`config.mk`:
```
export PLATFORM = sky130hd
export DESIGN_NAME = utf8_sanitizer
export DESIGN_NICKNAME = d
export VERILOG_FILES = /design/src/design/u8s_pkg.sv /design/src/design/u8s_datapath.sv /design/src/design/u8s_ctrl.sv /design/src/design/utf8_sanitizer.sv
export SDC_FILE = /design/constraint.sdc
export NUM_CORES = 1
export LEC_CHECK = 0
export ABC_AREA = 1
export BUFFER_PORTS_ARGS = -buffer_cell sky130_fd_sc_hd__clkbuf_2
export CORE_AREA = 2 2 116 118
export CTS_BUF_LIST = sky130_fd_sc_hd__clkbuf_4 sky130_fd_sc_hd__clkbuf_8
export CTS_CLUSTER_DIAMETER = 30
export DETAILED_ROUTE_END_ITERATION = 12
export DIE_AREA = 0 0 118 120
export GPL_TIMING_DRIVEN = 1
export SETUP_SLACK_MARGIN = 0.3
export SLEW_MARGIN = 20
export SYNTH_ARGS = -nofsm -noshare
export SYNTH_HDL_FRONTEND = slang
export SYNTH_SLANG_ARGS = --single-unit
```
`constraint.sdc`:
```
create_clock -name clk -period 4.8 [get_ports clk]
set_input_delay 0.72 -clock clk [delete_from_list [all_inputs] [get_ports clk]]
set_output_delay 0.72 -clock clk [all_outputs]
set_load 0.01 [all_outputs]
```
`src/design/u8s_pkg.sv`:
```
package u8s_pkg;

    localparam logic [7:0] REPL_BYTE = 8'h3F;

    localparam int unsigned RES_DEPTH = 4;

    typedef logic [7:0] byte_t;

    // commands from controller to datapath
    typedef struct packed {
        logic load;
        logic pop;
    } u8s_cmd_t;

    // status from datapath to controller
    typedef struct packed {
        logic has_results;
        logic at_final;
    } u8s_sts_t;

endpackage

```
`src/design/u8s_datapath.sv`:
```
module u8s_datapath
(
    input  logic             clk,
    input  logic             rst_n,
    input  u8s_pkg::u8s_cmd_t cmd,
    output u8s_pkg::u8s_sts_t sts,
    input  logic [7:0]       in_byte,
    input  logic             in_last,
    output logic [7:0]       out_byte,
    output logic             out_last
);

    // sequence state
    u8s_pkg::byte_t held_reg [3];
    u8s_pkg::byte_t held_next [3];
    logic [2:0]     seq_len_reg;
    logic [2:0]     seq_len_next;
    logic [1:0]     cnt_reg;
    logic [1:0]     cnt_next;
    logic [20:0]    cp_reg;
    logic [20:0]    cp_next;

    // result buffer
    u8s_pkg::byte_t res_reg [u8s_pkg::RES_DEPTH];
    u8s_pkg::byte_t res_next [u8s_pkg::RES_DEPTH];
    logic [1:0]     final_idx_reg;
    logic [1:0]     rd_ptr_reg;
    logic           res_last_reg;

    logic [2:0]     n_res;
    logic           seq_open;
    logic           is_cont;
    logic           lead2;
    logic           lead3;
    logic           lead4;
    logic           fresh_hold;
    logic [7:0]     fresh_byte;
    logic [2:0]     fresh_len;
    logic [20:0]    fresh_cp;
    logic [20:0]    cp_shift;
    logic           complete;
    logic           cp_ok;

    assign seq_open = (seq_len_reg != 3'd0) && (cnt_reg != 2'd0);
    assign is_cont  = (in_byte[7:6] == 2'b10);
    assign lead2    = (in_byte[7:5] == 3'b110);
    assign lead3    = (in_byte[7:4] == 4'b1110);
    assign lead4    = (in_byte[7:3] == 5'b11110);

    assign fresh_hold = (lead2 || lead3 || lead4) && !in_last;
    assign fresh_byte = in_byte[7] ? u8s_pkg::REPL_BYTE : in_byte;

    always_comb
    begin
        fresh_len = 3'd4;
        fresh_cp  = {18'd0, in_byte[2:0]};
        if (lead2)
        begin
            fresh_len = 3'd2;
            fresh_cp  = {16'd0, in_byte[4:0]};
        end
        else if (lead3)
        begin
            fresh_len = 3'd3;
            fresh_cp  = {17'd0, in_byte[3:0]};
        end
    end

    assign cp_shift = {cp_reg[14:0], in_byte[5:0]};
    assign complete = ({1'b0, cnt_reg} + 3'd1) >= seq_len_reg;

    always_comb
    begin
        cp_ok = 1'b1;
        if (seq_len_reg == 3'd2 && cp_shift < 21'h80)
            cp_ok = 1'b0;
        if (seq_len_reg == 3'd3 && cp_shift < 21'h800)
            cp_ok = 1'b0;
        if (seq_len_reg == 3'd4 && cp_shift < 21'h10000)
            cp_ok = 1'b0;
        if (cp_shift >= 21'hD800 && cp_shift <= 21'hDFFF)
            cp_ok = 1'b0;
        if (cp_shift > 21'h10FFFF)
            cp_ok = 1'b0;
    end

    always_comb
    begin
        for (int k = 0; k < 3; k++)
            held_next[k] = held_reg[k];
        for (int k = 0; k < u8s_pkg::RES_DEPTH; k++)
            res_next[k] = u8s_pkg::REPL_BYTE;
        seq_len_next = 3'd0;
        cnt_next     = 2'd0;
        cp_next      = 21'd0;
        n_res        = 3'd0;

        if (seq_open && is_cont)
        begin
            if (complete)
            begin
                for (int k = 0; k < 3; k++)
                    if (k < cnt_reg && cp_ok)
                        res_next[k] = held_reg[k];
                res_next[cnt_reg] = cp_ok ? in_byte : u8s_pkg::REPL_BYTE;
                n_res = {1'b0, cnt_reg} + 3'd1;
            end
            else if (in_last)
            begin
                n_res = {1'b0, cnt_reg} + 3'd1;
            end
            else
            begin
                for (int k = 0; k < 3; k++)
                    if (cnt_reg == k[1:0])
                        held_next[k] = in_byte;
                seq_len_next = seq_len_reg;
                cnt_next     = cnt_reg + 2'd1;
                cp_next      = cp_shift;
            end
        end
        else
        begin
            // cut short: one replacement per held byte, then restart on this byte
            if (seq_open)
                n_res = {1'b0, cnt_reg};
            if (fresh_hold)
            begin
                held_next[0] = in_byte;
                seq_len_next = fresh_len;
                cnt_next     = 2'd1;
                cp_next      = fresh_cp;
            end
            else
            begin
                res_next[n_res[1:0]] = fresh_byte;
                n_res = n_res + 3'd1;
            end
        end
    end

    assign sts.has_results = (n_res != 3'd0);
    assign sts.at_final    = (rd_ptr_reg == final_idx_reg);

    always_ff @(posedge clk or negedge rst_n)
    begin
        if (!rst_n)
        begin
            seq_len_reg <= 3'd0;
            cnt_reg     <= 2'd0;
            cp_reg      <= 21'd0;
            rd_ptr_reg  <= 2'd0;
        end
        else if (cmd.load)
        begin
            seq_len_reg <= seq_len_next;
            cnt_reg     <= cnt_next;
            cp_reg      <= cp_next;
            rd_ptr_reg  <= 2'd0;
        end
        else if (cmd.pop)
        begin
            rd_ptr_reg <= rd_ptr_reg + 2'd1;
        end
    end

    always_ff @(posedge clk)
    begin
        if (cmd.load)
        begin
            for (int k = 0; k < 3; k++)
                held_reg[k] <= held_next[k];
            for (int k = 0; k < u8s_pkg::RES_DEPTH; k++)
                res_reg[k] <= res_next[k];
            final_idx_reg <= n_res[1:0] - 2'd1;
            res_last_reg  <= in_last;
        end
    end

    assign out_byte = res_reg[rd_ptr_reg];
    assign out_last = res_last_reg && (rd_ptr_reg == final_idx_reg);

endmodule

```
`src/design/u8s_ctrl.sv`:
```
module u8s_ctrl
(
    input  logic              clk,
    input  logic              rst_n,
    input  logic              in_valid,
    output logic              in_stall,
    output logic              out_valid,
    input  logic              out_stall,
    output u8s_pkg::u8s_cmd_t cmd,
    input  u8s_pkg::u8s_sts_t sts
);

    typedef enum logic {
        ST_IDLE,
        ST_DRAIN
    } state_t;

    state_t state_reg;
    logic   in_stall_reg;
    logic   out_valid_reg;

    assign cmd.load  = in_valid && !in_stall_reg;
    assign cmd.pop   = out_valid_reg && !out_stall;
    assign in_stall  = in_stall_reg;
    assign out_valid = out_valid_reg;

    always_ff @(posedge clk or negedge rst_n)
    begin
        if (!rst_n)
        begin
            state_reg     <= ST_IDLE;
            in_stall_reg  <= 1'b0;
            out_valid_reg <= 1'b0;
        end
        else
        begin
            unique case (state_reg)
                ST_IDLE:
                begin
                    if (cmd.load && sts.has_results)
                    begin
                        state_reg     <= ST_DRAIN;
                        in_stall_reg  <= 1'b1;
                        out_valid_reg <= 1'b1;
                    end
                end
                ST_DRAIN:
                begin
                    if (cmd.pop && sts.at_final)
                    begin
                        state_reg     <= ST_IDLE;
                        in_stall_reg  <= 1'b0;
                        out_valid_reg <= 1'b0;
                    end
                end
                default:
                begin
                    state_reg     <= ST_IDLE;
                    in_stall_reg  <= 1'b0;
                    out_valid_reg <= 1'b0;
                end
            endcase
        end
    end

endmodule

```
`src/design/utf8_sanitizer.sv`:
```
// UTF-8 sanitizer: passes ASCII and well-formed multibyte sequences unchanged and
// replaces every byte of a bad or cut-off sequence with '?' (0x3F); a byte that
// breaks an open sequence is then decoded afresh. The results of a request (none
// while a sequence is being collected, up to four otherwise) are then sent one per
// cycle while out_stall is low from a four-entry result buffer; in_stall stays high
// until the last of them leaves, and the next request is taken the cycle after it.
// out_last marks the final result of a request that carried in_last.
module utf8_sanitizer
(
    input  logic       clk,
    input  logic       rst_n,
    input  logic       in_valid,
    output logic       in_stall,
    input  logic [7:0] in_byte,
    input  logic       in_last,
    output logic       out_valid,
    input  logic       out_stall,
    output logic [7:0] out_byte,
    output logic       out_last
);

    u8s_pkg::u8s_cmd_t cmd;
    u8s_pkg::u8s_sts_t sts;

    u8s_ctrl u_ctrl
    (
        .clk       (clk),
        .rst_n     (rst_n),
        .in_valid  (in_valid),
        .in_stall  (in_stall),
        .out_valid (out_valid),
        .out_stall (out_stall),
        .cmd       (cmd),
        .sts       (sts)
    );

    u8s_datapath u_datapath
    (
        .clk      (clk),
        .rst_n    (rst_n),
        .cmd      (cmd),
        .sts      (sts),
        .in_byte  (in_byte),
        .in_last  (in_last),
        .out_byte (out_byte),
        .out_last (out_last)
    );

endmodule

```
==> impl_results.md, run 1 <==
- Iter 0 DRT Violations: 285
- Post-synthesis sequential area ratio: 0.536
- Critical path fanouts, max: 11
- GR Overflow Total: 0
- Max FFs per register: 32
- Synthesized flop and latch total: 83
- Power Density: 404 nW/um^2
- Leading post-synthesis cells by cell area: edfxtp_1, dfrtp_1, nand2_1
- Die Height: around 120 um
- Worst Path Required: around 4.8 ns
- Syn Nets: 518
- Port Buf Inserts: 23
- CTS-repair resized insts: 0
- R2R Path Start: u_datapath.cnt_reg[0]$_DFFE_PN0P_
- Syn Inst Count: 492
- Final GP Congestion: 0.958
- Vias in the first global route: ~3,200
- WP data arrival: 3.04 ns
- Syn Std Cell Area: 4430 um^2
- Root Driver: clkbuf_8
- Crit Path Class: reg2reg
- Achievable Freq: 328 MHz
- Detailed Route WL: 10.7 mm
- Placed Instances: 677
- Max clock buf depth: 2
- Relative slew slack: 0.425
- Place WS: 1.79 ns
- Area Overhead vs Synth: 10.9%
- Routed via count: 3,362
- H-Tree Depth: 3
- Post-CTS Setup Bufs: 0
- Largest area contributor in the netlist: edfxtp_1
- Post-Layout Cell Count: around 690
- Fin crit share: 0.635
- Outcome: finished clean
- Nets: 538
- # setup viols final: 0
- Worst min path class: in2async
- Post-DR wirelength/cell: ~15 um
- Top-area cell type share of the netlist area: 0.400
- Number of diodes: 0
- Num CTS Buffers: 9
- Worst Skew: roughly 0.0089 ns
- Fill cells: between 1,000 and 1,500
- Layout cell share with drive strength beyond 1: 0.137
- Setup ws final: 1.75 ns
- Full die area: 14,200 um^2
- Die width: ~120 um
- Final Hold Fails: 0
- CTS tree: yes
- Final Core Density: 0.378
- DRC: 0
- Pin count of the biggest net entering global routing: 57
- Worst-margin pin slew: 0.859 ns
- Core outline area: 13,000 um^2
- Antenna Nets Post-Route: 0
- Post-DP HPWL: a little over 8 mm
- DRT Pass-1 Iters: 5
- Clk_lat worst skew: roughly 0.36 ns
- P_leak: 2.04 nW
- Crit end category: register
- Fin. max-slew vios: 0
- Hold Buf Count CTS: 0
- Overall Global Routing Usage: 0.159
- Critical R2R Capture: u_datapath.held_reg[0][17]$_DFFE_PP_
- Avg Cell Area, Syn: around 9.0 um^2
- Distinct cell type count after synthesis: 36
- Max-cap violations: 0
- # clock sinks: 83
- Drt via density: a little under 5
- Syn. warnings: 0
- Starting Density: 0.341
- Total I/O pin count: 24
- R2r setup slk: 1.75 ns
- Nature of the critical path startpoint: register
- FF-to-FF path depth: 10
- First-pass GRT wire length: 17.5 mm
- Worst-path clk slew: 0.08 ns
- Hold_ws: roughly 0.39 ns
- Setup crit start: u_datapath.cnt_reg[0]$_DFFE_PN0P_
- Fin Setup TNS: 0 ns
- VDD IR max: 0.170 mV
- Row Count: 42
- Initial antenna violation count: 0
- Final min period: about 3 ns
- RSZ-0062 raised after global routing: false
==> cells in the final DEF, fill, tap and decap left out, types with 3 or more instances in the layout <==
cell      count
nor2_4        3
ha_1         13
nand4_1       7
a21oi_1      36
o22ai_2       8
inv_2         6
o21ai_0      27
o22ai_1      15
dfrtp_1      24
nand3_1      24
edfxtp_1     59
o21ai_1      11
nor2_1       68
nand2_2       3
clkbuf_8     10
nand2_1      79
clkbuf_2     23
nand3_2       3
inv_1        72
==> worst max-delay path by stage <==
stage | slack [ns] | cells past startpoint | to
after detailed placement | 1.79 | 10 | u_datapath.held_reg[0][18]$_DFFE_PP_
after global routing | 1.51 | 10 | u_datapath.held_reg[0][17]$_DFFE_PP_
after global placement | 1.92 | 10 | u_datapath.held_reg[0][17]$_DFFE_PP_
after CTS | 1.76 | 10 | u_datapath.held_reg[0][17]$_DFFE_PP_
final | 1.75 | 10 | u_datapath.held_reg[0][17]$_DFFE_PP_
after floorplan | 2.00 | 8 | u_datapath.held_reg[0][10]$_DFFE_PP_
==> per-stage QoR <==
step           total power, mW  instance area, um^2
2_1_floorplan             1.28                 4430
3_3_place_gp              1.43                 4690
3_5_place_dp              1.44                 4690
4_1_cts                   2.00                 4910
5_1_grt                   2.10                 4910
6_report                  1.98                 4910
==> cells by family (layout without fill, tap and decap cells) <==
| kind of cell | count (synthesis) | in the layout | share of synthesized area |
|---|---|---|---|
| compound gates | 99 | 99 | 0.131 |
| xor+xnor | 3 | 3 | 0.00593 |
| fa+ha+maj | 13 | 13 | 0.0367 |
| buf+inv | 97 | 122 | 0.0899 |
| flops | 83 | 83 | 0.536 |
| simple gates | 197 | 197 | 0.201 |
==> power breakdown <==
part | total [mW] | internal, mW | switching (mW)
combinational | 0.524 | 0.164 | 0.360
clock | 0.562 | 0.311 | 0.250
sequential | 0.898 | 0.838 | 0.0602
total | 1.98 | 1.31 | 0.671
==> cell type report <==
type,instances,area (um^2),area share
Sequential cell,83,2370,0.483
Tap cell,176,220,0.0448
Timing Repair Buffer,25,130,0.0265
Inverter,81,309,0.0629
Clock inverter,5,77.6,0.0158
Clock buffer,11,145,0.0295
Multi-Input combinational cell,312,1660,0.337
==> worst max-delay path, stage by stage, from the launching register on <==
cell and delay, ns:
dfrtp_1 0.51, inv_1 0.16, ha_1 0.36, ha_1 0.30, nand3_1 0.09, nand3_1 0.11, nor2_1 0.18, nand2_2 0.11
inv_2 0.11, nand2_2 0.19, nor2_1 0.55
==> per-layer routing <==
layer | routed length, um | track usage | up-vias | part of all wire
met5 | 0 | 0 | - | 0
met3 | 472 | 0.0328 | 9 | 0.044
li1 | - | - | 1678 | -
met4 | 105 | 0.0361 | 0 | 0.0098
met1 | 5040 | 0.217 | 1576 | 0.47
met2 | 5070 | 0.263 | 99 | 0.47
==> synth_stat cells <==
cell	count
buf_6	2
nor4_1	1
nand2_2	3
inv_6	1
a21oi_1	36
nand3_1	24
o21ai_1	11
edfxtp_1	59
and3_1	1
nor3_4	1
inv_1	73
dfrtp_1	24
o221ai_1	1
nor3_2	1
inv_2	5
nor3_1	2
nand3_4	1
buf_2	2
nor2_1	68
nand2_4	1
nand2_1	79
buf_4	3
xor2_1	1
buf_1	2
nand4_1	7
clkbuf_1	7
clkinv_1	2
nand3_2	3
ha_1	13
o22ai_2	8
nor2_4	3
o31ai_1	1
o21ai_0	27
o22ai_1	15
nor2_2	2
xnor2_1	2
Note: power is estimated with default switching activity, not from simulation.
==> inputs of run 2 (changes only) <==
clock period = 2.7 ns   (was 4.8 ns; I/O delays follow)
==> run 2 against run 1 <==
Non-clock buffer count grew 14. Critical endpoint is now u_datapath.held_reg[0][16]$_DFFE_PP_. Die area did not move. Clock skew increased by 0.0046 ns. Critical path type unchanged. Global-route usage increased by 0.52 points. Critical path depth stayed put. Largest power group unchanged.
==> impl_results.md, run 2 (synthesis gave the netlist of run 1 again) <==
- Hold_ws: 0.0430 ns (-0.343 ns)
- Pin count of the biggest net entering global routing: 33 (-42%)
- Worst Skew: 0.0135 ns (+0.00458 ns)
- Fin Setup TNS: 0 ns (unchanged)
- Layout cell share with drive strength beyond 1: 0.179 (+0.0416)
- Full die area: 14,200 um^2 (unchanged)
- Area Overhead vs Synth: 15.1%
- Max layer used: met4
- Achievable Freq: 444 MHz (+35%)
- Overall Global Routing Usage: 0.165 (+0.00525)
- P_leak: 2.12 nW (+3.7%)
- H-Tree Depth: 3 (unchanged)
- Met3 wire len: 506 um (+7.2%)
- # clock sinks: 83 (unchanged)
- Max clock buf depth: 2 (unchanged)
- Gate power share: 0.282 (+0.018)
- Worst-path clk slew: 0.08 ns (about the same)
- Root Driver: clkbuf_8
- Most frequent cells in the layout: nand2_1, inv_1, nor2_1, edfxtp_1, a21oi_1
- Row Count: 42 (unchanged)
- Met1 wire length: 5.31 mm (+5.3%)
- Switching pwr: 1.21 mW (+81%)
- Internal Pwr Total: 2.47 mW (+88%)
- Crit Path Class: reg2reg
- Post-Layout Cell Count: 707 (+2.0%)
- Max FFs per register: 32 (unchanged)
- Post-DR wirelength/cell: 15.3 um (-0.60%)
- GR Overflow Total: 0 (unchanged)
- Core outline area: 13,000 um^2 (unchanged)
- Final min period: 2.25 ns (-0.795 ns)
- CTS tree: yes
- Final Core Density: 0.393 (+0.0142)
- Num CTS Buffers: 9 (unchanged)
- Placed Instances: 687 (+1.5%)
- Relative slew slack: 0.568 (+0.143)
- Die width: 118 um (unchanged)
- Antenna Nets Post-Route: 0 (unchanged)
- Power Density: 723 nW/um^2 (+79%)
- Worst min path class: in2async
- Worst Path Required: 2.76 ns (-2.03 ns)
- Critical path fanouts, max: 8 (-3)
- Initial antenna violation count: 0 (unchanged)
- Die Height: 120 um (unchanged)
- Setup crit start: u_datapath.cnt_reg[1]$_DFFE_PN0P_
- First-pass GRT wire length: 17.9 mm (+2.3%)
- Outcome: finished clean
- DRC: 0 (unchanged)
- VDD IR max: 0.437 mV (+160%)
- Iter 0 DRT Violations: 232 (-19%)
- Crit end category: register
- Drt via density: 4.75 (-2.0%)
- Routed length on met2: 4.89 mm (-3.6%)
- Routed via count: 3,361 (-0.030%)
- WP data arrival: 2.31 ns (-0.73 ns)
- R2R Path Start: u_datapath.cnt_reg[1]$_DFFE_PN0P_
- Worst-margin pin slew: 0.648 ns (-0.212 ns)
- RSZ-0062 raised after global routing: false
- Starting Density: 0.341 (unchanged)
- Fin crit share: 0.835 (+0.200)
- Vias in the first global route: 3,290 (+2.3%)
- DRT Pass-1 Iters: 4 (-1)
- Port Buf Inserts: 23 (unchanged)
- Hold Buf Count CTS: 0 (unchanged)
- Seq pwr share: 0.423 (-0.030)
- Clock network fraction of design power: 0.296 (+0.013)
- Post-DP HPWL: 8.32 mm (+3.1%)
- Nets: 552 (+2.6%)
- # setup viols final: 0 (unchanged)
- Clk_lat worst skew: 0.37 ns (about the same)
- Detailed Route WL: 10.8 mm (+1.4%)
- Number of diodes: 0 (unchanged)
- Nature of the critical path startpoint: register
- Total I/O pin count: 24 (unchanged)
- Final GP Congestion: 0.899 (-6.2%)
- Max-cap violations: 0 (unchanged)
- Final Hold Fails: 0 (unchanged)
- Fin. max-slew vios: 0 (unchanged)
- Net Sw Frac: 0.330 (-0.00862)
- Most common cell after layout, fill and taps aside: nand2_1
==> run 2: cell count changes in the layout (fill, tap and decap cells not counted), sizes merged <==
cell | before | now
buf | 2 | 16
clkinv | 4 | 3
bufinv | 2 | 3
==> run 2: timing repair <==
action,4_1_cts,5_1_grt
gates resized for setup,3,8
endpoints found under the hold margin,0,0
setup endpoints to repair,19,25
pin swaps,1,3
setup buffers,1,3
==> run 2: per-layer routing <==
metal  global-route usage  up-vias
li1                     -     1697
met1                0.228     1580
met2                0.256       72
met3               0.0442       12
met4               0.0437        0
met5                    0        -
==> run 2: layout make-up <==
| cell class | count | area, um^2 |
|---|---|---|
| Clock inverter | 5 | 101 |
| Tap cell | 176 | 220 |
| Fill cell | 1299 | 7880 |
| Clock buffer | 11 | 145 |
| Sequential cell | 83 | 2370 |
| Inverter | 81 | 312 |
| Timing Repair Buffer | 39 | 235 |
| Multi-Input combinational cell | 312 | 1710 |
==> run 2: worst max-delay path, cell delays in order (launching register included) <==
cell and delay, ns:
dfrtp_1 0.42, inv_2 0.12, ha_4 0.22, ha_1 0.29
nand3_1 0.09, nand3_1 0.12, nor2_2 0.16, nand2_2 0.12
inv_4 0.11, nand2_2 0.07, nor2_4 0.21
==> run 2: per-stage QoR <==
| step | worst slack [ns] | total power, mW | cell area, um^2 |
|---|---|---|---|
| finish | 0.446 | 3.69 | 5100 |
| global route | 0.300 | 3.91 | 5100 |
| CTS | 0.311 | 3.70 | 5040 |
| detailed placement | 0.214 | 2.60 | 4780 |
| global placement | 0.314 | 2.58 | 4780 |
| floorplan | 0.219 | 2.28 | 4450 |
==> run 2: final timing paths <==
path                                                        endpoint  slack [ns]  depth (start not counted)
worst min-delay path                u_datapath.cp_reg[9]$_DFFE_PN0P_        0.04                          1
worst max-delay path            u_datapath.held_reg[0][16]$_DFFE_PP_        0.45                         10
worst min register to register     u_datapath.cp_reg[11]$_DFFE_PN0P_        0.53                          2
worst max register to register  u_datapath.held_reg[0][16]$_DFFE_PP_        0.45                         10
max in group asynchronous          u_datapath.cp_reg[11]$_DFFE_PN0P_        2.23                          1
min in group clk                 u_datapath.held_reg[0][9]$_DFFE_PP_        0.27                          1
==> run 2: power groups by stage <==
stage	clock network, mW	registers, mW	logic, mW
6_report	1.09	1.56	1.04
3_5_place_dp	0	1.59	1.02
5_1_grt	1.17	1.57	1.17
3_3_place_gp	0	1.58	1.00
4_1_cts	1.12	1.56	1.03
2_1_floorplan	0	1.56	0.715
==> inputs of run 3 (changes only) <==
clock period = 2 ns   (was 2.7 ns; I/O delays follow)
==> run 3 against run 2 <==
The flow now finishes with violations (negative setup slack). Via count is 11% higher. Wire length is 13% higher. Worst setup slack lost 0.57 ns. Sequential power up 36%. Highest routed layer unchanged.
==> impl_results.md, run 3 (synthesis gave the netlist of run 1 again) <==
- Worst path depth: 12 (+2)
- Area of the multi-input gates: 2210 um^2 (+29%)
- Slowest cell on crit path: dfrtp_2
- Pin count of the biggest net entering global routing: 36 (+9.1%)
- Vias in the first global route: 3,448 (+4.8%)
- Iter 0 DRT Violations: 330 (+42%)
- Routed via count: 3,732 (+11%)
- Nature of the critical path startpoint: register
- Critical path fanouts, max: 3 (-5)
- Crit Path Class: reg2reg
- Number of diodes: 0 (unchanged)
- Tot Pwr: 5.88 mW (+60%)
- DRT Pass-1 Iters: 5 (+1)
- Final min period: 2.12 ns (-0.135 ns)
- # setup viols final: 47 (+47)
- Die Height: 120 um (unchanged)
- R2R Path Start: u_datapath.cnt_reg[1]$_DFFE_PN0P_
- H-Tree Depth: 3 (unchanged)
- Cell family with most CP delay: adder cells
- Overall Global Routing Usage: 0.167 (+0.00219)
- RSZ-0062 raised after global routing: true
- Outcome: finished with violations
- Port Buf Inserts: 23 (unchanged)
- Antenna Nets Post-Route: 0 (unchanged)
- Critical path, cell by cell: inv_4, ha_4, ha_4, nand3_2, nand3_4, nor2_4, inv_2, nand2_2, o22ai_2, inv_2, ha_4, inv_2
- Row Count: 42 (unchanged)
- Worst-path clk slew: 0.08 ns (about the same)
- Num CTS Buffers: 9 (unchanged)
- Setup ws final: -0.119 ns (-0.565 ns)
- Worst Path Required: 2.13 ns (-0.63 ns)
- Max FFs per register: 32 (unchanged)
- Most common cell after layout, fill and taps aside: nand2_1
- Final GP Congestion: 0.948 (+5.4%)
- Post-DP Area: 5080 um^2 (+6.4%)
- Final Core Density: 0.472 (+0.0796)
- R2r setup slk: -0.12 ns (-0.57 ns)
- Full die area: 14,200 um^2 (unchanged)
- Fill cells: 1,202 (-7.5%)
- Drt via density: 4.92 (+3.4%)
- Worst Skew: 0.0139 ns (+0.000422 ns)
- Max-cap violations: 0 (unchanged)
- Fin Setup TNS: -2.11 ns (-2.11 ns)
- Fin. max-slew vios: 0 (unchanged)
- Layout cell share with drive strength beyond 1: 0.396 (+0.217)
- Place WS: -0.136 ns (-0.350 ns)
- Root Driver: clkbuf_8
- DRC: 0 (unchanged)
- Post-Layout Cell Count: 759 (+7.4%)
- CP Capture Point: u_datapath.final_idx_reg[1]$_DFFE_PP_
- Worst-margin pin slew: 0.628 ns (-0.0195 ns)
- Most frequent cells in the layout: nand2_1, inv_1, edfxtp_1, nor2_1, buf_4
- GR Overflow Total: 0 (unchanged)
- Fin crit share: 1.06 (+0.225)
- Setup crit start: u_datapath.cnt_reg[1]$_DFFE_PN0P_
- Detailed Route WL: 12.3 mm (+13%)
- Starting Density: 0.341 (unchanged)
- CP Buf/Inv Count: 4 (+2)
- Core outline area: 13,000 um^2 (unchanged)
- FF-to-FF path depth: 12 (+2)
- Power Density: 959 nW/um^2 (+33%)
- Max clock buf depth: 2 (unchanged)
- VDD IR max: 0.375 mV (-14%)
- Slowest Stage Delay on Critical Path: 0.45 ns (+0.03 ns)
- Worst min path class: in2reg
- P_leak: 2.50 nW (+18%)
- Crit end category: register
- Post-DR wirelength/cell: 16.2 um (+5.5%)
- First-pass GRT wire length: 18.3 mm (+1.8%)
- Failing checks: negative setup slack
- Clk_lat worst skew: 0.36 ns (about the same)
- Sequential Area: 2380 um^2 (+0.21%)
- Hold_ws: 0.201 ns (+0.158 ns)
- WP data arrival: 2.24 ns (-0.07 ns)
- CTS tree: yes
- Post-DP HPWL: 8.38 mm (+0.77%)
- Post-Layout Inst Area: 6130 um^2 (+20%)
- Initial antenna violation count: 0 (unchanged)
- Final Hold Fails: 0 (unchanged)
- Die width: 118 um (unchanged)
- Achievable Freq: 472 MHz (+6.4%)
- Critical R2R Capture: u_datapath.final_idx_reg[1]$_DFFE_PP_
- # clock sinks: 83 (unchanged)
- Total I/O pin count: 24 (unchanged)
- Placed Instances: 713 (+3.8%)
- Relative slew slack: 0.581 (+0.0130)
- Nets: 604 (+9.4%)
- Area Overhead vs Synth: 38.4%
run 3: cell count changes in the layout (fill, tap and decap cells not counted), moves of 8 or more:
cell / change
o22ai_1: -10
a21oi_1: -16
nor2_1: -16
clkbuf_2: -9
o21ai_0: -18
inv_1: -9
buf_4: +33
nor2_4: +12
buf_2: +10
a21oi_2: +13
buf_6: +9
o22ai_2: +9
o21ai_2: +8
run 3: per-layer routing:
| layer | GRT usage | part of all wire |
|---|---|---|
| met1 | 0.221 | 0.43 |
| met2 | 0.274 | 0.49 |
| met3 | 0.0385 | 0.055 |
| met4 | 0.0497 | 0.018 |
| met5 | 0 | 0 |
run 3: cell type report:
cell class	instances	area share
well taps	176	0.0359
repair buffers	91	0.126
clock buffers	11	0.0227
multi-input cells	312	0.360
clock inverters	5	0.0131
inverters	81	0.0543
flip-flops and latches	83	0.388
run 3: worst min-delay path by stage:
stage / from / to / cells after the start
after floorplan: rst_n / u_ctrl.in_stall$_DFFE_PN0P_ / 0
after global placement: rst_n / u_datapath.seq_len_reg[2]$_DFFE_PN0P_ / 1
after detailed placement: rst_n / u_datapath.seq_len_reg[0]$_DFFE_PN0P_ / 1
after CTS: in_last / u_datapath.res_last_reg$_DFFE_PP_ / 1
after global routing: in_byte[2] / u_datapath.held_reg[0][18]$_DFFE_PP_ / 1
final: in_byte[2] / u_datapath.held_reg[0][18]$_DFFE_PP_ / 1
run 3: power breakdown:
part | leakage, nW | internal, mW | switching, mW
sequential | 0.805 | 2.02 | 0.109
combinational | 1.59 | 1.04 | 1.39
clock | 0.106 | 0.729 | 0.595
run 3: worst reg2reg max path, stage by stage (launching register included):
cell,delay (ns)
dfrtp_2,0.45
inv_4,0.08
ha_4,0.21
ha_4,0.28
nand3_2,0.09
nand3_4,0.10
nor2_4,0.05
inv_2,0.05
nand2_2,0.05
o22ai_2,0.17
inv_2,0.08
ha_4,0.26
inv_2,0.02
run 3: repair_timing:
action,4_1_cts,5_1_grt
gates cloned,2,3
hold buffers,1,0
buffers inserted,9,15
resized for setup,70,78
pin swaps,16,20
hold endpoints to repair,24,0
endpoints found under the setup margin,88,87
